## src/rtl/core/tts_pkg.sv

```systemverilog
// Package for the triangle tangent stream core.
// Holds the item structs, the field and datapath widths and the serial step counts.
// Depends on nothing; every other file of the core uses it.
package tts_pkg;

    localparam int PosW = 16;
    localparam int TexW = 16;
    localparam int TanW = 32;

    // Edges and UV deltas are exact differences of two 16-bit values.
    localparam int EdgeW = 17;
    // Determinant and numerators are sums of two 17x17 products.
    localparam int AccW = 36;
    // Magnitude of a determinant or numerator.
    localparam int MagW = 34;
    // Bits of the scaled quotient before rounding, and the scale of the dividend.
    localparam int QuoW = 33;
    localparam int ScaleShift = 21;
    localparam int LowBits = QuoW - ScaleShift;
    // Rounded quotient.
    localparam int RndW = QuoW;

    // One determinant lane and three numerator lanes.
    localparam int NumLanes = 4;
    localparam int NumComps = 3;

    localparam int MulSteps = EdgeW;
    localparam int DivSteps = QuoW;
    localparam int CntW = $clog2(DivSteps);

    localparam int CornersPerTri = 3;
    localparam logic [1:0] LastCorner = 2'(CornersPerTri - 1);

    localparam logic signed [TanW-1:0] TanMax = {1'b0, {(TanW-1){1'b1}}};
    localparam logic signed [TanW-1:0] TanMin = {1'b1, {(TanW-1){1'b0}}};

    typedef struct packed {
        logic signed [PosW-1:0] pos_x;
        logic signed [PosW-1:0] pos_y;
        logic signed [PosW-1:0] pos_z;
        logic signed [TexW-1:0] tex_u;
        logic signed [TexW-1:0] tex_v;
    } t_vtx;

    typedef struct packed {
        logic signed [TanW-1:0] tan_x;
        logic signed [TanW-1:0] tan_y;
        logic signed [TanW-1:0] tan_z;
        logic                   degenerate;
    } t_tan;

endpackage

```

## src/rtl/core/tts_stream_if.sv

```systemverilog
// Stream interfaces of the triangle tangent stream core.
// One interface for vertex items and one for tangent items, each with valid and ready.
// Depends on tts_pkg for the payload structs.
interface tts_vtx_if;
    logic          valid;
    logic          ready;
    tts_pkg::t_vtx data;

    modport source (output valid, output data, input ready);
    modport sink (input valid, input data, output ready);
endinterface

interface tts_tan_if;
    logic          valid;
    logic          ready;
    tts_pkg::t_tan data;

    modport source (output valid, output data, input ready);
    modport sink (input valid, input data, output ready);
endinterface

```

## src/rtl/core/triangle_tangent_stream_core.sv

```systemverilog
// Top level of the triangle tangent stream core: corner store, bit-serial multiply and divide.
// Depends on tts_pkg and on the interfaces in tts_stream_if.sv.
//
//   channel  direction  item     payload
//   i_vtx    in         vertex   pos_x pos_y pos_z (Q8.8), tex_u tex_v (Q4.12)
//   o_tan    out        tangent  tan_x tan_y tan_z (Q16.16), degenerate
//
// The first two corners of a triangle are stored and give no item.
// The third corner starts the shared bit-serial multiply of the two UV deltas, then the
// three radix-2 dividers running side by side, with set-up before and rounding after;
// a zero determinant skips the divide. The multiply and divide steps set the rate.
// A finished tangent waits in the output register while the next corners are stored.
// Reset is synchronous and active low and clears only control state.
module triangle_tangent_stream_core (
    input  logic          i_clk,
    input  logic          i_rst_n,
    tts_vtx_if.sink       i_vtx,
    tts_tan_if.source     o_tan
);

    typedef enum logic [6:0] {
        S_IDLE = 7'b0000001,
        S_MUL  = 7'b0000010,
        S_ABS  = 7'b0000100,
        S_CHK  = 7'b0001000,
        S_DIV  = 7'b0010000,
        S_RND  = 7'b0100000,
        S_OUT  = 7'b1000000
    } t_state;

    t_state r_state;
    t_state n_state;

    logic [1:0]                    r_corner;
    logic [tts_pkg::CntW-1:0]      r_cnt;
    logic                          r_ovalid;
    tts_pkg::t_tan                 r_odata;

    logic signed [tts_pkg::PosW-1:0] r_p0 [tts_pkg::NumComps];
    logic signed [tts_pkg::PosW-1:0] r_p1 [tts_pkg::NumComps];
    logic signed [tts_pkg::TexW-1:0] r_t0 [2];
    logic signed [tts_pkg::TexW-1:0] r_t1 [2];

    logic signed [tts_pkg::EdgeW-1:0] r_ma [tts_pkg::NumLanes];
    logic signed [tts_pkg::EdgeW-1:0] r_mc [tts_pkg::NumLanes];
    logic signed [tts_pkg::EdgeW-1:0] r_mb2;
    logic signed [tts_pkg::EdgeW-1:0] r_mb1;
    logic signed [tts_pkg::AccW-1:0]  r_acc [tts_pkg::NumLanes];

    logic [tts_pkg::MagW-1:0] r_ad;
    logic [tts_pkg::MagW-1:0] r_an  [tts_pkg::NumComps];
    logic                     r_neg [tts_pkg::NumComps];
    logic                     r_ovf [tts_pkg::NumComps];
    logic [tts_pkg::MagW-1:0] r_rem [tts_pkg::NumComps];
    logic [tts_pkg::QuoW-1:0] r_dsh [tts_pkg::NumComps];
    logic [tts_pkg::RndW-1:0] r_q   [tts_pkg::NumComps];
    logic                     r_degen;

    logic signed [tts_pkg::PosW-1:0] in_pos [tts_pkg::NumComps];
    logic                            vtx_fire;
    logic                            last_corner;
    logic                            mul_last;
    logic                            div_last;
    logic                            det_zero;
    logic                            out_load;
    logic signed [tts_pkg::TanW-1:0] tan_val [tts_pkg::NumComps];

    function automatic logic signed [tts_pkg::EdgeW-1:0] diff16(
        input logic signed [15:0] a,
        input logic signed [15:0] b
    );
        return {a[15], a} - {b[15], b};
    endfunction

    function automatic logic signed [tts_pkg::AccW-1:0] sext_edge(
        input logic signed [tts_pkg::EdgeW-1:0] a
    );
        return {{(tts_pkg::AccW - tts_pkg::EdgeW){a[tts_pkg::EdgeW-1]}}, a};
    endfunction

    function automatic logic [tts_pkg::MagW-1:0] mag(
        input logic signed [tts_pkg::AccW-1:0] a
    );
        logic signed [tts_pkg::AccW-1:0] m;
        m = a[tts_pkg::AccW-1] ? -a : a;
        return m[tts_pkg::MagW-1:0];
    endfunction

    assign in_pos[0] = i_vtx.data.pos_x;
    assign in_pos[1] = i_vtx.data.pos_y;
    assign in_pos[2] = i_vtx.data.pos_z;

    assign i_vtx.ready = (r_state == S_IDLE);
    assign vtx_fire    = i_vtx.valid && i_vtx.ready;
    assign last_corner = (r_corner == tts_pkg::LastCorner);
    assign mul_last    = (r_cnt == tts_pkg::CntW'(tts_pkg::MulSteps - 1));
    assign div_last    = (r_cnt == tts_pkg::CntW'(tts_pkg::DivSteps - 1));
    assign det_zero    = (r_acc[0] == '0);
    assign out_load    = (r_state == S_OUT) && (!r_ovalid || o_tan.ready);

    assign o_tan.valid = r_ovalid;
    assign o_tan.data  = r_odata;

    always_comb begin
        n_state = r_state;
        case (r_state)
            S_IDLE: begin
                if (vtx_fire && last_corner) begin
                    n_state = S_MUL;
                end
            end
            S_MUL: begin
                if (mul_last) begin
                    n_state = S_ABS;
                end
            end
            S_ABS: begin
                n_state = det_zero ? S_OUT : S_CHK;
            end
            S_CHK: begin
                n_state = S_DIV;
            end
            S_DIV: begin
                if (div_last) begin
                    n_state = S_RND;
                end
            end
            S_RND: begin
                n_state = S_OUT;
            end
            S_OUT: begin
                if (out_load) begin
                    n_state = S_IDLE;
                end
            end
            default: begin
                n_state = S_IDLE;
            end
        endcase
    end

    always_ff @(posedge i_clk) begin
        if (!i_rst_n) begin
            r_state  <= S_IDLE;
            r_corner <= '0;
            r_cnt    <= '0;
            r_ovalid <= 1'b0;
        end else begin
            r_state <= n_state;
            if (vtx_fire) begin
                r_corner <= last_corner ? 2'd0 : r_corner + 2'd1;
            end
            if ((r_state == S_MUL && !mul_last) || (r_state == S_DIV && !div_last)) begin
                r_cnt <= r_cnt + tts_pkg::CntW'(1);
            end else begin
                r_cnt <= '0;
            end
            if (out_load) begin
                r_ovalid <= 1'b1;
            end else if (o_tan.ready) begin
                r_ovalid <= 1'b0;
            end
        end
    end

    always_comb begin
        for (int k = 0; k < tts_pkg::NumComps; k++) begin
            if (r_neg[k]) begin
                if (r_ovf[k] || r_q[k][tts_pkg::RndW-1]
                        || (r_q[k][tts_pkg::TanW-1] && (|r_q[k][tts_pkg::TanW-2:0]))) begin
                    tan_val[k] = tts_pkg::TanMin;
                end else begin
                    tan_val[k] = -$signed(r_q[k][tts_pkg::TanW-1:0]);
                end
            end else begin
                if (r_ovf[k] || r_q[k][tts_pkg::RndW-1] || r_q[k][tts_pkg::TanW-1]) begin
                    tan_val[k] = tts_pkg::TanMax;
                end else begin
                    tan_val[k] = $signed(r_q[k][tts_pkg::TanW-1:0]);
                end
            end
        end
    end

    always_ff @(posedge i_clk) begin
        case (r_state)
            S_IDLE: begin
                if (vtx_fire) begin
                    r_degen <= 1'b0;
                    if (r_corner == 2'd0) begin
                        for (int k = 0; k < tts_pkg::NumComps; k++) begin
                            r_p0[k] <= in_pos[k];
                        end
                        r_t0[0] <= i_vtx.data.tex_u;
                        r_t0[1] <= i_vtx.data.tex_v;
                    end else if (!last_corner) begin
                        for (int k = 0; k < tts_pkg::NumComps; k++) begin
                            r_p1[k] <= in_pos[k];
                        end
                        r_t1[0] <= i_vtx.data.tex_u;
                        r_t1[1] <= i_vtx.data.tex_v;
                    end else begin
                        r_ma[0] <= diff16(r_t1[0], r_t0[0]);
                        r_mc[0] <= diff16(i_vtx.data.tex_u, r_t0[0]);
                        for (int k = 0; k < tts_pkg::NumComps; k++) begin
                            r_ma[k+1] <= diff16(r_p1[k], r_p0[k]);
                            r_mc[k+1] <= diff16(in_pos[k], r_p0[k]);
                        end
                        r_mb1 <= diff16(r_t1[1], r_t0[1]);
                        r_mb2 <= diff16(i_vtx.data.tex_v, r_t0[1]);
                    end
                end
            end
            S_MUL: begin
                for (int l = 0; l < tts_pkg::NumLanes; l++) begin
                    if (r_cnt == '0) begin
                        r_acc[l] <= (r_mb1[tts_pkg::EdgeW-1] ? sext_edge(r_mc[l]) : '0)
                                  - (r_mb2[tts_pkg::EdgeW-1] ? sext_edge(r_ma[l]) : '0);
                    end else begin
                        r_acc[l] <= (r_acc[l] <<< 1)
                                  + (r_mb2[tts_pkg::EdgeW-1] ? sext_edge(r_ma[l]) : '0)
                                  - (r_mb1[tts_pkg::EdgeW-1] ? sext_edge(r_mc[l]) : '0);
                    end
                end
                r_mb2 <= r_mb2 <<< 1;
                r_mb1 <= r_mb1 <<< 1;
            end
            S_ABS: begin
                r_degen <= det_zero;
                r_ad    <= mag(r_acc[0]);
                for (int k = 0; k < tts_pkg::NumComps; k++) begin
                    r_an[k]  <= mag(r_acc[k+1]);
                    r_neg[k] <= r_acc[k+1][tts_pkg::AccW-1] ^ r_acc[0][tts_pkg::AccW-1];
                end
            end
            S_CHK: begin
                for (int k = 0; k < tts_pkg::NumComps; k++) begin
                    r_ovf[k] <= {{tts_pkg::LowBits{1'b0}}, r_an[k]}
                             >= {r_ad, {tts_pkg::LowBits{1'b0}}};
                    r_rem[k] <= r_an[k] >> tts_pkg::LowBits;
                    r_dsh[k] <= {r_an[k][tts_pkg::LowBits-1:0], {tts_pkg::ScaleShift{1'b0}}};
                end
            end
            S_DIV: begin
                for (int k = 0; k < tts_pkg::NumComps; k++) begin
                    if ({r_rem[k], r_dsh[k][tts_pkg::QuoW-1]} >= {1'b0, r_ad}) begin
                        r_rem[k] <= tts_pkg::MagW'({r_rem[k], r_dsh[k][tts_pkg::QuoW-1]}
                                                   - {1'b0, r_ad});
                        r_dsh[k] <= {r_dsh[k][tts_pkg::QuoW-2:0], 1'b1};
                    end else begin
                        r_rem[k] <= {r_rem[k][tts_pkg::MagW-2:0], r_dsh[k][tts_pkg::QuoW-1]};
                        r_dsh[k] <= {r_dsh[k][tts_pkg::QuoW-2:0], 1'b0};
                    end
                end
            end
            S_RND: begin
                for (int k = 0; k < tts_pkg::NumComps; k++) begin
                    r_q[k] <= tts_pkg::RndW'(({1'b0, r_dsh[k]}
                                              + {{tts_pkg::QuoW{1'b0}}, 1'b1}) >> 1);
                end
            end
            S_OUT: begin
                if (out_load) begin
                    if (r_degen) begin
                        r_odata.tan_x <= '0;
                        r_odata.tan_y <= '0;
                        r_odata.tan_z <= '0;
                    end else begin
                        r_odata.tan_x <= tan_val[0];
                        r_odata.tan_y <= tan_val[1];
                        r_odata.tan_z <= tan_val[2];
                    end
                    r_odata.degenerate <= r_degen;
                end
            end
            default: begin
            end
        endcase
    end

endmodule
```

## src/flat_wrapper.sv

```systemverilog
// flat-port wrapper written by rule: the top's interface ports become plain ports
module triangle_tangent_stream_core_flat 
  (i_clk, i_rst_n, i_vtx_valid, i_vtx_data, i_vtx_ready, o_tan_valid, o_tan_data, o_tan_ready);
  tts_vtx_if i_vtx_i ();
  tts_tan_if o_tan_i ();
  input  logic i_clk;
  input  logic i_rst_n;
  input wire logic [$bits(i_vtx_i.valid)-1:0] i_vtx_valid;
  input wire logic [$bits(i_vtx_i.data)-1:0] i_vtx_data;
  output wire logic [$bits(i_vtx_i.ready)-1:0] i_vtx_ready;
  output wire logic [$bits(o_tan_i.valid)-1:0] o_tan_valid;
  output wire logic [$bits(o_tan_i.data)-1:0] o_tan_data;
  input wire logic [$bits(o_tan_i.ready)-1:0] o_tan_ready;
  assign i_vtx_i.valid = i_vtx_valid;
  assign i_vtx_i.data = i_vtx_data;
  assign i_vtx_ready = i_vtx_i.ready;
  assign o_tan_valid = o_tan_i.valid;
  assign o_tan_data = o_tan_i.data;
  assign o_tan_i.ready = o_tan_ready;
  triangle_tangent_stream_core u_core (.i_clk(i_clk), .i_rst_n(i_rst_n), .i_vtx(i_vtx_i), .o_tan(o_tan_i));
endmodule
```

## config.mk

```make
export PLATFORM = sky130hd
export DESIGN_NAME = triangle_tangent_stream_core_flat
export DESIGN_NICKNAME = d
export VERILOG_FILES = /design/src/rtl/core/tts_pkg.sv /design/src/rtl/core/tts_stream_if.sv /design/src/rtl/core/triangle_tangent_stream_core.sv /design/src/flat_wrapper.sv
export SDC_FILE = /design/constraint.sdc
export NUM_CORES = 2
export LEC_CHECK = 0
export BUFFER_PORTS_ARGS = -buffer_cell sky130_fd_sc_hd__buf_2
export CAP_MARGIN = 20
export CORE_ASPECT_RATIO = 1.4
export CORE_UTILIZATION = 40
export DETAILED_ROUTE_END_ITERATION = 10
export PLACE_DENSITY = 0.64
export SLEW_MARGIN = 10
export SYNTH_ARGS = -nofsm -noshare
export SYNTH_HDL_FRONTEND = slang
export SYNTH_SLANG_ARGS = --single-unit
```

## constraint.sdc

```tcl
create_clock -name i_clk -period 16.2 [get_ports i_clk]
set_input_delay 0.81 -clock i_clk [delete_from_list [all_inputs] [get_ports i_clk]]
set_output_delay 0.81 -clock i_clk [all_outputs]
set_load 0.05 [all_outputs]
```

* Word-level counts from Yosys, hierarchy flattened
Memories as Yosys holds them, arrays and structs flattened.
Index checks and enable logic that the tools add are counted.
** Operators by class
- Add/subtract/negate cells :: 37
- Shift-type cells :: 0
- $lt $le $gt $ge :: 6
- Multiplexer cells :: 100
- Bitwise gates (word level) :: 19
- Multipliers :: 0
- Divide/modulo/power cells :: 0
- Reduce and logical (&&, ||, !) cells :: 36
- Eq/ne operators :: 17
** Operators by type and width (count)
- $mux 36 :: 12
- $mux 34 :: 10
- $mux 32 :: 9
- $sub 36x36->36 :: 8
- $mux 33 :: 6
- $sub 16x16->17 :: 10
- $add 36x36->36 :: 4
- $ge 34x46->1 :: 3
- $neg 34->34 :: 4
- $ge 35x34->1 :: 3
- $add 33x1->34 const B :: 3
- $mux 17 :: 6
- $sub 34x34->34 :: 3
- $neg 32->32 :: 3
- $reduce_or 31->1 :: 3
- $pmux 17 s2 :: 2
- $pmux 7 s7 :: 1
- $mux 1 :: 47
- $logic_not 36->1 :: 1
- $mux 7 :: 5
- $or 1x1->1 :: 16
- $logic_or 1x1->1 :: 11
- $logic_and 1x1->1 :: 8
- $ne 2x2->1 const B :: 4
- other kinds (22) :: 33
** Storage, ports and cells
- Bits in read-only memories :: 0
- Memories kept :: 13
- Input port bits :: 84
- Bits in writable memories :: 848
- Logic and storage cells :: 240
- Latch bits :: 0
- Bits in registers :: 182
- Output and inout port bits :: 99
** Memory list
- u_core.r_acc :: depth 4, width 36, read ports 4, clocked after memory_dff 0, write ports 4, RTL line triangle_tangent_stream_core.sv:48 : logic signed [tts_pkg::AccW-1:0] r_acc [tts_pkg::NumLanes];
- u_core.r_an :: depth 3, width 34, read ports 3, clocked after memory_dff 0, write ports 3, RTL line triangle_tangent_stream_core.sv:51 : logic [tts_pkg::MagW-1:0] r_an [tts_pkg::NumComps];
- u_core.r_rem :: depth 3, width 34, read ports 3, clocked after memory_dff 0, write ports 3, RTL line triangle_tangent_stream_core.sv:54 : logic [tts_pkg::MagW-1:0] r_rem [tts_pkg::NumComps];
- u_core.r_dsh :: depth 3, width 33, read ports 3, clocked after memory_dff 0, write ports 3, RTL line triangle_tangent_stream_core.sv:55 : logic [tts_pkg::QuoW-1:0] r_dsh [tts_pkg::NumComps];
- u_core.r_q :: depth 3, width 33, read ports 3, clocked after memory_dff 0, write ports 3, RTL line triangle_tangent_stream_core.sv:56 : logic [tts_pkg::RndW-1:0] r_q [tts_pkg::NumComps];
- u_core.r_ma :: depth 4, width 17, read ports 4, clocked after memory_dff 0, write ports 4, RTL line triangle_tangent_stream_core.sv:44 : logic signed [tts_pkg::EdgeW-1:0] r_ma [tts_pkg::NumLanes];
- +7 memories

* Longest topological paths before layout
An unclocked memory read counts as a cell.
- Depth in word-level cells :: 7
- Mapped depth :: 21
- Gate-level depth less buffers :: 20

* Least setup slack after synthesis
Ideal clock, no wire load.
- Path type :: register -> register
- Start :: reg u_core.r_state[6]
- End :: reg u_core.r_mb1[0] (netlist bit), enable pin
- Arrival time :: 13.809 ns
- Clock period less this slack :: 14.185 ns
- Cell stages (with the launch flop) :: 7
- Library setup time :: 0.376 ns
- Required time :: 15.824 ns
- Slack :: 2.015 ns
- Path buffers :: 0
- Path through :: dfxtp_1 -> nor3_1 -> nand2_1 -> nor3b_1 -> nand2_1 -> nor3b_1 -> or2_2
** Between the ends
- Word-level cells in the longest chain between the ends :: 4
- Elaborated cells on any way between the ends :: 8
- Those cells by class :: 5 x eq/ne; 3 x reduce/logical
** Ends and longest elaborated chain
- start: declaration :: RTL line triangle_tangent_stream_core.sv:31 : t_state r_state;
- start signal: assignment :: RTL line triangle_tangent_stream_core.sv:149 : r_state <= n_state;
- $eq 7x1->1 (*) :: RTL line triangle_tangent_stream_core.sv:93 : assign i_vtx.ready = (r_state == S_IDLE);
- net i_vtx_ready :: RTL line flat_wrapper.sv:10 : output wire logic [$bits(i_vtx_i.ready)-1:0] i_vtx_ready;
- $logic_and 1x1->1 :: RTL line triangle_tangent_stream_core.sv:94 : assign vtx_fire = i_vtx.valid && i_vtx.ready;
- $ne 2x2->1 (no source line)
- $reduce_and 4->1 (no source line) (*)
- end signal: assignment :: RTL line triangle_tangent_stream_core.sv:209 : r_mb1 <= diff16(r_t1[1], r_t0[1]);
- end signal: assignment :: RTL line triangle_tangent_stream_core.sv:226 : r_mb1 <= r_mb1 <<< 1;
- end: declaration :: RTL line triangle_tangent_stream_core.sv:47 : logic signed [tts_pkg::EdgeW-1:0] r_mb1;
The timed path passes the listed nets; every way through them passes the cells marked *.
A chain may end at the register's enable or synchronous reset.

==> results.json <==
{
  "cap_violations": 0,
  "ctsHoldBuffers": 0,
  "ys_ff_latch": 1030,
  "hold_depth": 1,
  "clk_pin_slew_ns": 0.06,
  "start_util_pct": 40.3,
  "yosysWarnings": 0,
  "hold_violations": 0,
  "synth.top_cells.by_count": "edfxtp_1, nand2_1, ha_1",
  "overflow": 0,
  "place_ws_ns": 10.54,
  "port_buffers": 182,
  "antenna_left": 0,
  "wl_per_cell_um": 16.9,
  "clock_sinks": 1030,
  "clockPowerShare_pct": 32.7,
  "synth_nets": 7690,
  "cts_setup_buffers": 0,
  "period_minus_slack_ns": 5.63,
  "p_leak_nw": 31.1,
  "crit_chain": "buf_4 > nand2_1 > fa_1 > inv_1 > ha_1 > a211o_1 > o311ai_0 > a21oi_1 > a311oi_1 > o221ai_1 > and4_1 > o31ai_1 > o21a_1 > o21a_1 > xor2_1 > mux2i_1",
  "firstDrtPassIters": 9,
  "syn_area_um2": 70300,
  "worstPathRequired_ns": 16.67,
  "synth_cells": 6849,
  "cts-root-buf": "clkbuf_16",
  "fin_util_pct": 44.6,
  "place_hpwl_mm": 120,
  "reg2reg_depth": 16,
  "vias": 50200,
  "gp_congestion": 0.912,
  "r2r_end": "u_core.r_acc[1][32]",
  "avgSynthCellArea_um2": 10.3,
  "synth_flop_cell": "edfxtp_1",
  "areaGrowthSynthToFinish_pct": 10.6,
  "timing.setup.tns_ns": 0,
  "grt_pass1_wl_mm": 259,
  "die_h_um": 498,
  "vdd_drop_max_mv": 0.109,
  "dieWidth_um": 356,
  "hold_class": "input port to flip-flop",
  "start_kind": "flip-flop",
  "min_from": "i_vtx_data[64]",
  "antenna_found_initial": 11,
  "slew_viol_final": 0,
  "grt_usage_pct": 17.8,
  "synthTopCellsByArea": "edfxtp_1, ha_1, xnor2_1",
  "die_area_um2": 177000,
  "cpPeakStageDelay_ns": 0.58,
  "grt_pass1_vias": 50500,
  "yosysMostFrequentCell": "edfxtp_1",
  "initialDrtViolationCount": 2836,
  "violations": "DRC",
  "critical_path.max_fanout": 68,
  "r2r_setup_slack_ns": 10.57,
  "worstMarginPinSlew_ns": 1.08,
  "netlist.area_leader.share_pct": 43.3,
  "internal-power_mw": 5.73,
  "fp-row-count": 181,
  "crit_top_cell": "o21a_1",
  "viasPerCell": 5.35,
  "rsz0062_at_grt": "no",
  "io_pins": 183,
  "seqPwrFrac_pct": 40.1,
  "r2r-start": "u_core.r_mb2[16]",
  "core_area_um2": 174000,
  "status": "complete, but fails checks",
  "clk_path_buf_depth": 3,
  "synth_cell_types": 86,
  "crit_path_top_delay_cell": "buf_4",
  "setup-violations-final": 0,
  "synth_edf_count": 1013,
  "drive_above_1_share_pct": 6.86,
  "grt_start_max_net_pins": 170,
  "fin_skew_ns": 0.0328,
  "hold_path_end": "u_core.r_p1[0][0]",
  "cp-end-kind": "flip-flop",
  "cts.repair.resized": 0,
  "fin_crit_sh_pct": 34.8,
  "nets": 7852,
  "switching_share_pct": 29.9,
  "htreeDepth": 3,
  "routed_wirelength_mm": 159,
  "max_slew_margin_pct": 27.9,
  "max_freq_mhz": 178,
  "fillers": 16300,
  "worstPathArrival_ns": 6.10,
  "combPwrFrac_pct": 27.3,
  "yosysTopAreaCell": "edfxtp_1",
  "p_switching_mw": 2.45,
  "ys_seq_area_share_pct": 43.8,
  "powerDensity_nw_per_um2": 105,
  "clock_latency_ns": 0.74,
  "async_flop_share_pct": 0,
  "cts_tree": "built",
  "layout_setup_ws_ns": 10.57,
  "drc_errors": 40,
  "cts_buffers": 109,
  "crit_type": "flip-flop to flip-flop"
}
metrics by stage:
stage               hold slack [ns]  power, mW  instances  area, um^2
global route                  0.233       8.65       9391       77700
floorplan                     0.424       5.08       6849       70300
CTS                           0.195       8.27       9388       77700
detailed placement            0.455       5.56       9186       73900
global placement              0.445       5.51       9185       73900
finish                        0.268       8.17       9393       77700
power groups by stage:
stage | clock network (mW) | logic [mW] | registers, mW
final | 2.67 | 2.23 | 3.27
after global placement | 0 | 2.18 | 3.33
after detailed placement | 0 | 2.23 | 3.33
after CTS | 2.75 | 2.25 | 3.28
after global routing | 2.83 | 2.53 | 3.29
after floorplan | 0 | 1.75 | 3.33
placed cells by master, fill, tap and decap left out, types with 53 or more instances in the layout:
cell type	count
edfxtp_1	1013
nand2_1	619
ha_1	596
inv_1	542
o21ai_0	479
nor2_1	472
a21oi_1	421
xnor2_1	399
a21o_1	209
xor2_1	194
buf_2	183
fa_1	161
nor3_1	129
nand3_1	118
clkbuf_16	110
nand2b_1	106
nor2b_1	100
and2_1	97
o21a_1	70
o31ai_1	69
or3_1	68
nand4_1	66
a211oi_1	58
a31oi_1	56
buf_4	53
flip-flops by register name, summed over array words and instances, names as in the netlist, 3 cells and up:
name and cells:
u_core.r_acc 144, u_core.r_ad 34, u_core.r_dsh 99, u_core.r_cnt 6
u_core.o_tan.data 97, u_core.r_t0 32, u_core.r_q 99, u_core.r_p0 48
u_core.r_neg 3, u_core.r_an 102, u_core.r_ma 68, u_core.r_mb2 17
u_core.r_state 7, u_core.r_p1 48, u_core.r_ovf 3, u_core.r_mc 68
u_core.r_t1 32, u_core.r_mb1 17, u_core.r_rem 102
worst max path at each step:
stage | startpoint | slack, ns | to | depth (start not counted)
6_report | u_core.r_mb2[16] | 10.57 | u_core.r_acc[1][32] | 16
5_1_grt | u_core.r_mb1[16] | 10.02 | u_core.r_acc[1][32] | 17
4_1_cts | u_core.r_mb2[16] | 10.51 | u_core.r_acc[1][32] | 16
3_5_place_dp | u_core.r_mb2[16] | 10.54 | u_core.r_acc[1][32] | 16
3_3_place_gp | u_core.r_mb1[16] | 10.59 | u_core.r_acc[1][32] | 17
2_1_floorplan | u_core.r_state[6] | 2.01 | u_core.r_mb1[0] | 6
critical path, delay by kind of cell (launching register included):
family | cells | cell delay (ns)
DFF | 1 | 0.34
xor gates and xnor gates | 1 | 0.15
muxes | 1 | 0.09
AOI/OAI and AO/OA | 8 | 2.69
and+or+nand+nor | 2 | 0.53
buffers and inverters | 2 | 0.62
adders and majority gates | 2 | 0.90
layer usage:
| layer | track usage, % | part of all wire, % |
|---|---|---|
| met1 | 21.1 | 42 |
| met2 | 32.6 | 51 |
| met3 | 2.37 | 4.2 |
| met4 | 6.59 | 3.3 |
| met5 | 0 | 0.046 |
area by class of cell:
class / count / area [um^2] / share of cell area [%]
clock inverter: 78 / 983 / 1.27
multi-input combinational: 5087 / 36800 / 47.4
tap: 2287 / 2860 / 3.68
timing repair buffer: 240 / 1390 / 1.79
inverter: 543 / 2040 / 2.63
sequential: 1030 / 30800 / 39.6
antenna: 4 / 10.0 / 0.0129
clock buffer: 124 / 2810 / 3.61
logic make-up after synthesis:
family | count (synthesis) | synth area share (%)
mux | 32 | 0.461
xor+xnor | 593 | 7.39
flops | 1030 | 43.8
compound gates | 1680 | 15.1
simple gates | 2025 | 14.2
fa+ha+maj | 757 | 15.2
buf+inv | 732 | 3.93
Power figures use the tool's default switching activity.
